--- src/sv/mcg_pkg.sv ---
// Shared types and constants of the month calendar grid block.
`default_nettype none
package mcg_pkg;

	localparam int YEAR_W  = 14;
	localparam int MONTH_W = 4;
	localparam int DAY_W   = 5;
	localparam int ROW_W   = 3;
	localparam int WDAY_W  = 3;

	localparam int GRID_ROWS = 6;
	localparam int GRID_COLS = 7;
	localparam int NUM_MONTHS = 12;

	localparam logic [ROW_W-1:0] LAST_ROW = ROW_W'(GRID_ROWS - 1);

	localparam logic [YEAR_W-1:0]  YEAR_MIN  = 14'd1;
	localparam logic [YEAR_W-1:0]  YEAR_MAX  = 14'd9999;
	localparam logic [MONTH_W-1:0] MONTH_MAX = 4'd12;
	localparam logic [MONTH_W-1:0] MONTH_MAR = 4'd3;
	localparam logic [MONTH_W-1:0] MONTH_FEB = 4'd2;
	localparam logic [DAY_W-1:0]   LEAP_FEB_DAYS = 5'd29;

	// floor(x / 100) = (x * RECIP_100) >> RECIP_100_SH for any 14-bit x
	localparam int RECIP_100_W  = 13;
	localparam int RECIP_100_SH = 19;
	localparam logic [RECIP_100_W-1:0] RECIP_100 = 13'd5243;

	// floor(x / 7) = (x * RECIP_7) >> RECIP_7_SH for any 14-bit x
	localparam int RECIP_7_W  = 16;
	localparam int RECIP_7_SH = 18;
	localparam logic [RECIP_7_W-1:0] RECIP_7 = 16'd37450;

	// weekday offset table of the months, January first
	localparam logic [2:0] MONTH_OFFSET [NUM_MONTHS] = '{
		3'd0, 3'd3, 3'd2, 3'd5, 3'd0, 3'd3,
		3'd5, 3'd1, 3'd4, 3'd6, 3'd2, 3'd4
	};

	localparam logic [DAY_W-1:0] MONTH_DAYS [NUM_MONTHS] = '{
		5'd31, 5'd28, 5'd31, 5'd30, 5'd31, 5'd30,
		5'd31, 5'd31, 5'd30, 5'd31, 5'd30, 5'd31
	};

	// One classified month waiting for the row sequencer
	typedef struct packed {
		logic              err;
		logic [WDAY_W-1:0] start;
		logic [DAY_W-1:0]  len;
	} mcg_desc_t;

endpackage
`default_nettype wire

--- src/sv/month_calendar_grid.sv ---
// Top level of the month calendar grid block.
// Each accepted item (year, month) yields six row items, row 0 to 5, each holding seven
// day numbers with 0 for a blank cell; last marks row 5. A year outside 1..9999 or a
// month outside 1..12 yields a single item with error and last set and all else zero.
// The front end takes one item per cycle into a four-stage pipeline (range check,
// divide by 100 through reciprocal multiply, weekday sum and month length, mod 7) and
// parks the result in a QUEUE_DEPTH-entry queue; input stalls once QUEUE_DEPTH items
// sit in the pipeline and the queue together. The row sequencer drains one row per
// cycle while out_stall is low: six rows for a valid month, one for an error item; it
// sets the sustained rate. An item passes the pipeline stages, the queue and the
// output register before its first row is shown. The Monday week start bit is written
// through the cfg port, which is always ready; write it only while the block is idle.
`default_nettype none
module month_calendar_grid import mcg_pkg::*; #(
	parameter int QUEUE_DEPTH = 4
) (
	input  wire logic               clk,
	input  wire logic               arst_n,
	input  wire logic               cfg_valid,
	output logic                    cfg_ready,
	input  wire logic               cfg_data,
	input  wire logic               in_valid,
	output logic                    in_stall,
	input  wire logic [YEAR_W-1:0]  year,
	input  wire logic [MONTH_W-1:0] month,
	output logic                    out_valid,
	input  wire logic               out_stall,
	output logic [ROW_W-1:0]        row,
	output logic [DAY_W-1:0]        cell0,
	output logic [DAY_W-1:0]        cell1,
	output logic [DAY_W-1:0]        cell2,
	output logic [DAY_W-1:0]        cell3,
	output logic [DAY_W-1:0]        cell4,
	output logic [DAY_W-1:0]        cell5,
	output logic [DAY_W-1:0]        cell6,
	output logic                    last,
	output logic                    error
);

	localparam int CW = $clog2(QUEUE_DEPTH + 1);

	logic              week_mon_q;
	logic              push, pop, head_valid;
	mcg_desc_t         wr_desc, head;
	logic [CW-1:0]     level;
	logic [DAY_W-1:0]  cells [GRID_COLS];

	assign cfg_ready = 1'b1;

	always_ff @(posedge clk or negedge arst_n) begin
		if (!arst_n)
			week_mon_q <= 1'b0;
		else if (cfg_valid)
			week_mon_q <= cfg_data;
	end

	mcg_front #(
		.DEPTH (QUEUE_DEPTH),
		.CW    (CW)
	) u_front (
		.clk          (clk),
		.arst_n       (arst_n),
		.in_valid     (in_valid),
		.in_stall     (in_stall),
		.year         (year),
		.month        (month),
		.week_mon     (week_mon_q),
		.level        (level),
		.push         (push),
		.desc         (wr_desc)
	);

	mcg_queue #(
		.DEPTH (QUEUE_DEPTH),
		.CW    (CW)
	) u_queue (
		.clk        (clk),
		.arst_n     (arst_n),
		.push       (push),
		.wr_desc    (wr_desc),
		.pop        (pop),
		.head       (head),
		.head_valid (head_valid),
		.level      (level)
	);

	mcg_back u_back (
		.clk        (clk),
		.arst_n     (arst_n),
		.head       (head),
		.head_valid (head_valid),
		.pop        (pop),
		.out_valid  (out_valid),
		.out_stall  (out_stall),
		.row        (row),
		.cells      (cells),
		.last       (last),
		.error      (error)
	);

	assign cell0 = cells[0];
	assign cell1 = cells[1];
	assign cell2 = cells[2];
	assign cell3 = cells[3];
	assign cell4 = cells[4];
	assign cell5 = cells[5];
	assign cell6 = cells[6];

endmodule
`default_nettype wire

--- src/sv/mcg_front.sv ---
// Front end: accepts year/month items, checks range, finds first weekday and month length.
`default_nettype none
module mcg_front import mcg_pkg::*; #(
	parameter int DEPTH = 4,
	parameter int CW    = 3
) (
	input  wire logic               clk,
	input  wire logic               arst_n,
	input  wire logic               in_valid,
	output logic                    in_stall,
	input  wire logic [YEAR_W-1:0]  year,
	input  wire logic [MONTH_W-1:0] month,
	input  wire logic               week_mon,
	input  wire logic [CW-1:0]      level,
	output logic                    push,
	output mcg_desc_t               desc
);

	localparam int SW = CW + 3;
	localparam int P100_W = YEAR_W + RECIP_100_W;
	localparam int P7_W   = YEAR_W + RECIP_7_W;

	logic accept;
	logic v_s1, v_s2, v_s3, v_s4;

	// stage 1: raw fields
	logic [YEAR_W-1:0] y_s1, yp_s1;
	logic [3:0]        midx_s1;
	logic              feb_s1, err_s1, mon_s1;

	// stage 2: quotients by 100
	logic [YEAR_W-1:0] y_s2, yp_s2;
	logic [7:0]        qy_s2, qyp_s2;
	logic [3:0]        midx_s2;
	logic              feb_s2, err_s2, mon_s2;

	// stage 3: weekday sum and month length
	logic [YEAR_W-1:0] sum_s3;
	logic [DAY_W-1:0]  len_s3;
	logic              err_s3, mon_s3;

	// stage 4: finished descriptor
	mcg_desc_t desc_s4;

	logic [SW-1:0]      occupied;
	logic               err_in, early;
	logic [3:0]         midx_in;
	logic [P100_W-1:0]  py, pyp;
	logic [14:0]        hundred, sum_w;
	logic               div4, div100, div400, leap;
	logic [P7_W-1:0]    p7;
	logic [11:0]        q7;
	logic [14:0]        q7x7;
	logic [WDAY_W-1:0]  rem7, start;

	// credit check: never let more items in than the queue can hold
	assign occupied = SW'(level) + SW'(v_s1) + SW'(v_s2) + SW'(v_s3) + SW'(v_s4);
	assign in_stall = (occupied >= SW'(DEPTH));
	assign accept   = in_valid && !in_stall;

	always_comb begin
		err_in  = (year < YEAR_MIN) || (year > YEAR_MAX) ||
		          (month == '0) || (month > MONTH_MAX);
		early   = (month < MONTH_MAR);
		midx_in = err_in ? 4'd0 : (month - 4'd1);
	end

	always_ff @(posedge clk or negedge arst_n) begin
		if (!arst_n) begin
			v_s1 <= 1'b0;
			v_s2 <= 1'b0;
			v_s3 <= 1'b0;
			v_s4 <= 1'b0;
		end else begin
			v_s1 <= accept;
			v_s2 <= v_s1;
			v_s3 <= v_s2;
			v_s4 <= v_s3;
		end
	end

	always_ff @(posedge clk) begin
		if (accept) begin
			y_s1    <= year;
			yp_s1   <= early ? (year - 14'd1) : year;
			midx_s1 <= midx_in;
			feb_s1  <= (month == MONTH_FEB);
			err_s1  <= err_in;
			mon_s1  <= week_mon;
		end
	end

	assign py  = P100_W'(y_s1) * P100_W'(RECIP_100);
	assign pyp = P100_W'(yp_s1) * P100_W'(RECIP_100);

	always_ff @(posedge clk) begin
		y_s2    <= y_s1;
		yp_s2   <= yp_s1;
		qy_s2   <= py[RECIP_100_SH +: 8];
		qyp_s2  <= pyp[RECIP_100_SH +: 8];
		midx_s2 <= midx_s1;
		feb_s2  <= feb_s1;
		err_s2  <= err_s1;
		mon_s2  <= mon_s1;
	end

	always_comb begin
		hundred = 15'(qy_s2) * 15'd100;
		div4    = (y_s2[1:0] == 2'b00);
		div100  = (hundred == {1'b0, y_s2});
		div400  = div100 && (qy_s2[1:0] == 2'b00);
		leap    = div400 || (div4 && !div100);
		// y + y/4 - y/100 + y/400 + offset + 1, with y/400 = (y/100)/4
		sum_w   = {1'b0, yp_s2} + 15'(yp_s2[YEAR_W-1:2]) - 15'(qyp_s2)
		        + 15'(qyp_s2[7:2]) + 15'(MONTH_OFFSET[midx_s2]) + 15'd1;
	end

	always_ff @(posedge clk) begin
		sum_s3 <= sum_w[YEAR_W-1:0];
		len_s3 <= (feb_s2 && leap) ? LEAP_FEB_DAYS : MONTH_DAYS[midx_s2];
		err_s3 <= err_s2;
		mon_s3 <= mon_s2;
	end

	always_comb begin
		p7    = P7_W'(sum_s3) * P7_W'(RECIP_7);
		q7    = p7[RECIP_7_SH +: 12];
		q7x7  = {q7, 3'b000} - {3'b000, q7};
		rem7  = WDAY_W'({1'b0, sum_s3} - q7x7);
		// shift the column origin to Monday
		if (mon_s3)
			start = (rem7 == '0) ? 3'd6 : (rem7 - 3'd1);
		else
			start = rem7;
	end

	always_ff @(posedge clk) begin
		desc_s4.err   <= err_s3;
		desc_s4.start <= start;
		desc_s4.len   <= len_s3;
	end

	assign push = v_s4;
	assign desc = desc_s4;

endmodule
`default_nettype wire

--- src/sv/mcg_queue.sv ---
// Short descriptor queue between the front end and the row sequencer.
`default_nettype none
module mcg_queue import mcg_pkg::*; #(
	parameter int DEPTH = 4,
	parameter int CW    = 3
) (
	input  wire logic      clk,
	input  wire logic      arst_n,
	input  wire logic      push,
	input  mcg_desc_t      wr_desc,
	input  wire logic      pop,
	output mcg_desc_t      head,
	output logic           head_valid,
	output logic [CW-1:0]  level
);

	localparam int PW = $clog2(DEPTH);
	localparam logic [PW-1:0] PTR_LAST = PW'(DEPTH - 1);

	mcg_desc_t       mem_q [DEPTH];
	logic [PW-1:0]   wr_ptr_q, rd_ptr_q;
	logic [CW-1:0]   count_q;
	logic            do_pop;

	assign do_pop = pop && (count_q != '0);

	always_ff @(posedge clk or negedge arst_n) begin
		if (!arst_n) begin
			wr_ptr_q <= '0;
			rd_ptr_q <= '0;
			count_q  <= '0;
		end else begin
			if (push)
				wr_ptr_q <= (wr_ptr_q == PTR_LAST) ? '0 : (wr_ptr_q + 1'b1);
			if (do_pop)
				rd_ptr_q <= (rd_ptr_q == PTR_LAST) ? '0 : (rd_ptr_q + 1'b1);
			if (push && !do_pop)
				count_q <= count_q + 1'b1;
			else if (!push && do_pop)
				count_q <= count_q - 1'b1;
		end
	end

	// front end holds back input, so a push never meets a full queue
	always_ff @(posedge clk) begin
		if (push)
			mem_q[wr_ptr_q] <= wr_desc;
	end

	assign head       = mem_q[rd_ptr_q];
	assign head_valid = (count_q != '0);
	assign level      = count_q;

endmodule
`default_nettype wire

--- src/sv/mcg_back.sv ---
// Back end: walks one month descriptor through six grid rows, or one error row, into the output register.
`default_nettype none
module mcg_back import mcg_pkg::*; (
	input  wire logic          clk,
	input  wire logic          arst_n,
	input  mcg_desc_t          head,
	input  wire logic          head_valid,
	output logic               pop,
	output logic               out_valid,
	input  wire logic          out_stall,
	output logic [ROW_W-1:0]   row,
	output logic [DAY_W-1:0]   cells [GRID_COLS],
	output logic               last,
	output logic               error
);

	logic               active_q;
	logic [ROW_W-1:0]   row_q;
	logic [5:0]         day_q;
	logic [DAY_W-1:0]   len_q;

	logic               out_valid_q, out_last_q, out_err_q;
	logic [ROW_W-1:0]   out_row_q;
	logic [DAY_W-1:0]   out_cell_q [GRID_COLS];

	logic               load, emit, first;
	logic [ROW_W-1:0]   nxt_row;
	logic [DAY_W-1:0]   nxt_cell [GRID_COLS];
	logic               nxt_last, nxt_err;
	logic [5:0]         nxt_day;
	logic [5:0]         val;

	assign load  = !out_valid_q || !out_stall;
	assign first = !active_q;
	assign emit  = load && (active_q || head_valid);
	assign pop   = load && first && head_valid;

	always_comb begin
		nxt_row  = row_q;
		nxt_last = (row_q == LAST_ROW);
		nxt_err  = 1'b0;
		nxt_day  = day_q + 6'd7;
		val      = '0;
		for (int c = 0; c < GRID_COLS; c++)
			nxt_cell[c] = '0;
		if (first) begin
			nxt_row  = '0;
			nxt_err  = head.err;
			nxt_last = head.err;
			nxt_day  = 6'd8 - 6'(head.start);
			if (!head.err) begin
				// row 0: blanks before the first weekday, then 1, 2, ...
				for (int c = 0; c < GRID_COLS; c++) begin
					if (WDAY_W'(c) >= head.start)
						nxt_cell[c] = 5'(c) - 5'(head.start) + 5'd1;
				end
			end
		end else begin
			for (int c = 0; c < GRID_COLS; c++) begin
				val = day_q + 6'(c);
				if (val <= 6'(len_q))
					nxt_cell[c] = val[DAY_W-1:0];
			end
		end
	end

	always_ff @(posedge clk or negedge arst_n) begin
		if (!arst_n) begin
			active_q    <= 1'b0;
			row_q       <= '0;
			out_valid_q <= 1'b0;
		end else begin
			if (emit) begin
				out_valid_q <= 1'b1;
				if (first) begin
					active_q <= !head.err;
					row_q    <= ROW_W'(1);
				end else begin
					row_q <= row_q + 1'b1;
					if (row_q == LAST_ROW)
						active_q <= 1'b0;
				end
			end else if (load) begin
				out_valid_q <= 1'b0;
			end
		end
	end

	always_ff @(posedge clk) begin
		if (emit) begin
			day_q      <= nxt_day;
			if (first)
				len_q <= head.len;
			out_row_q  <= nxt_row;
			out_cell_q <= nxt_cell;
			out_last_q <= nxt_last;
			out_err_q  <= nxt_err;
		end
	end

	assign out_valid = out_valid_q;
	assign row       = out_row_q;
	assign cells     = out_cell_q;
	assign last      = out_last_q;
	assign error     = out_err_q;

endmodule
`default_nettype wire

--- config.mk ---
export PLATFORM = sky130hd
export DESIGN_NAME = month_calendar_grid
export DESIGN_NICKNAME = d
export VERILOG_FILES = /design/src/sv/mcg_pkg.sv /design/src/sv/month_calendar_grid.sv /design/src/sv/mcg_front.sv /design/src/sv/mcg_queue.sv /design/src/sv/mcg_back.sv
export SDC_FILE = /design/constraint.sdc
export NUM_CORES = 1
export LEC_CHECK = 0
export BUFFER_PORTS_ARGS = -buffer_cell sky130_fd_sc_hd__buf_2
export CORE_ASPECT_RATIO = 2
export CORE_MARGIN = 1
export CORE_UTILIZATION = 44
export DETAILED_ROUTE_END_ITERATION = 7
export GPL_ROUTABILITY_DRIVEN = 0
export GPL_TIMING_DRIVEN = 0
export PLACE_DENSITY = 0.59
export SLEW_MARGIN = 20
export SYNTH_ARGS = -nofsm -noshare
export SYNTH_HDL_FRONTEND = slang
export SYNTH_HIERARCHICAL = 1
export SYNTH_SLANG_ARGS = --single-unit
export TNS_END_PERCENT = 50
--- constraint.sdc ---
create_clock -name clk -period 10.6 [get_ports clk]
set_input_delay 0 -clock clk [delete_from_list [all_inputs] [get_ports clk]]
set_output_delay 0 -clock clk [all_outputs]
set_load 0.1 [all_outputs]
==> reports/summary.txt <==
max-cap violation count: 0
fin cells: 2,398
Post-DRT Antenna Nets: 0
synthesized area per cell: 11.3 µm²
dpl cells: 2,335
DRT Pass-1 Iters: 6
Synth cell types: 75
Ports: 67
Hold Crit Class: in -> async
Clock Tree Buf Depth: 3
Data required, critical path: 10.99 ns
area share of the largest cell type after synthesis: 25.3%
DP HPWL: 35,200 µm
I/O Buffers: 65
number of CTS-inserted buffers: 22
dpl cell area: 20,400 µm²
Final Hold Viols: 0
Min Clock Period, post-route: 5.91 ns
clk sinks: 214
Worst R2R Path Depth: 21
critical path class: reg -> reg
Clock Skew: 0.0101 ns
# H-tree levels: 1
Core Area: 43,400 µm²
vias in the first global route: 13,700
PostCTS Resize Cnt: 0
endpoint class of the critical path: flip-flop
synth warn: 6
flops & latches, synth: 214
RSZ-0062 raised after global routing: false
hold buffers post-CTS: 23
clock slew at reported path FFs: 0.06 ns
Post-route DRC: 0
CP max FO: 3
vias per cell: 5.14
Finished Cell Area: 21,500 µm²
Post-Synthesis Cells: 1,716
Slew Limit Headroom: 27.7%
Async S/R FF share, synth: 7.94%
initial antenna violation count: 0
hold slack: 0.000591 ns
DR iter-0 viols: 293
worst skew pair latency: 0.52 ns
Core Rows: 108
Final Setup Violations: 0
initial core utilization: 44.6%
layout cells sized above 1: 7.85%
Net count, final: 2,424
pin count of the biggest net entering global routing: 27
DR WL/cell: 17.2 µm
top_reg_cell synth: edfxtp_1
Die X: 150 µm
Syn-to-layout area delta: 11.0%
Via Count: 12,300
GRT Resource Usage Total: 19.7%
CTS tree: yes
final-layout fill cell count: 3,952
root buffer cell: clkbuf_16
diodes inserted: 0
arrival time at the worst endpoint: 6.30 ns
Post-synth EDFFs: 122
Final period util: 55.7%
first-pass GRT wire length: 67,800 µm
final WL: 41,300 µm
Seq/Total Area, Yosys: 28.9%
top post-synthesis cells by area: ha_1 25%, edfxtp_1 19%, fa_1 18%, dfxtp_1 7.8%, inv_1 7.0%
Critical Path Start Type: flip-flop
run status: complete, no violations
Post-Route Setup TNS: 0 ns
area leader, netlist: ha_1
Slew @ Worst Pin: 1.08 ns
Cell Area, Synth: 19,300 µm²
Max Clock Freq: 0.169 GHz
Max Slew Vio Count: 0
die area: 44,800 µm²
GRT overflow: 0
post-CTS setup buffer count: 0
die height: 298 µm
worst max-delay path: stages (launching register included):
cell and delay (ns):
dfxtp_1 0.36, ha_1 0.23, fa_1 0.46, fa_1 0.55
fa_1 0.44, fa_1 0.56, fa_1 0.43, ha_1 0.30
and4_1 0.19, nand3_1 0.08, o221a_2 0.33, xnor2_1 0.15
ha_1 0.20, fa_1 0.39, xnor2_1 0.21, xnor2_1 0.17
xnor2_1 0.12, xnor2_1 0.23, ha_1 0.19, inv_1 0.04
nand3_1 0.07, o21ai_0 0.08
Yosys cell counts, types with 17 or more instances:
cell	count
o21ai_0	33
a21oi_1	52
xor2_1	36
dfxtp_1	75
inv_1	362
edfxtp_1	122
dfrtp_1	17
nand2_1	53
a21o_1	21
nand3_1	39
xnor2_1	69
nor2_1	46
ha_1	390
fa_1	178
metal layers:
layer	vias to the layer above	global-route usage, %	share of wire [%]
li1	5996	-	-
met1	5990	17.7	32
met2	240	41.4	60
met3	105	1.89	2.4
met4	0	9.69	5.0
met5	-	0	0
worst paths after layout:
check                                    from          endpoint  slack [ns]
hold reg to reg                u_front/err_s3   u_front/desc[8]        0.33
max in group asynchronous              arst_n   u_back/row_q[1]       10.23
setup reg to reg           u_front/sum_s3[11]   u_front/desc[5]        4.69
hold / removal                         arst_n  u_queue/level[2]      0.0006
min in group clk                      year[1]   u_front/y_s1[1]        0.22
setup / recovery           u_front/sum_s3[11]   u_front/desc[5]        4.69
cells in the final DEF, fill, tap and decap left out, types with 14 or more instances in the layout:
cell type | netlist | layout
a211oi_1 | 14 | 14
a21o_1 | 21 | 21
a21oi_1 | 52 | 52
buf_2 | 6 | 71
clkbuf_16 | 0 | 23
dfrtp_1 | 17 | 17
dfxtp_1 | 75 | 75
dlygate4sd3_1 | 0 | 23
edfxtp_1 | 122 | 122
fa_1 | 178 | 178
ha_1 | 390 | 390
inv_1 | 362 | 362
nand2_1 | 53 | 53
nand3_1 | 39 | 39
nor2_1 | 46 | 45
o21ai_0 | 33 | 33
xnor2_1 | 69 | 69
xor2_1 | 36 | 36
stage by stage:
stage / setup WS (ns) / util (%)
after floorplan: 5.13 / -
after global routing: 4.44 / 49.5
final: 4.69 / 49.5
after detailed placement: 4.71 / 47.1
after global placement: 4.84 / 46.9
after CTS: 4.68 / 49.5
kinds of logic after synthesis:
| family | after synthesis | share of synthesized area [%] |
|---|---|---|
| and+or+nand+nor | 222 | 5.82 |
| AOI/OAI and AO/OA | 207 | 7.41 |
| muxes | 20 | 1.79 |
| other | 2 | 0.0389 |
| xor gates and xnor gates | 105 | 4.76 |
| buffers and inverters | 378 | 7.56 |
| adders and majority gates | 568 | 43.7 |
| DFF | 214 | 28.9 |
final cells by class:
class	instances	area (µm²)	area share, %
timing repair buffer	90	611	2.85
buffer	15	97.6	0.455
multi-input combinational	1126	12300	57.4
clock inverter	16	221	1.03
tap	550	688	3.21
inverter	363	1360	6.35
clock buffer	24	579	2.70
sequential	214	5590	26.1
sequential cells by signal, indices dropped and copies added (netlist names), 3 cells and up:
| signal | flops |
|---|---|
| u_back/cells | 35 |
| u_front/yp_s1 | 14 |
| u_front/qyp_s2 | 8 |
| u_back/row_q | 3 |
| u_back/row | 3 |
| u_queue/level | 3 |
| u_front/sum_s3 | 14 |
| u_front/y_s1 | 14 |
| u_front/midx_s2 | 4 |
| u_front/qy_s2 | 8 |
| u_back/len_q | 5 |
| u_front/y_s2 | 14 |
| u_queue/mem_q | 36 |
| u_back/day_q | 6 |
| u_front/yp_s2 | 14 |
| u_front/desc | 6 |
| u_front/midx_s1 | 4 |
Power is not shown: default switching activity piles up to over one toggle a cycle in this logic, so the estimate is an artifact.
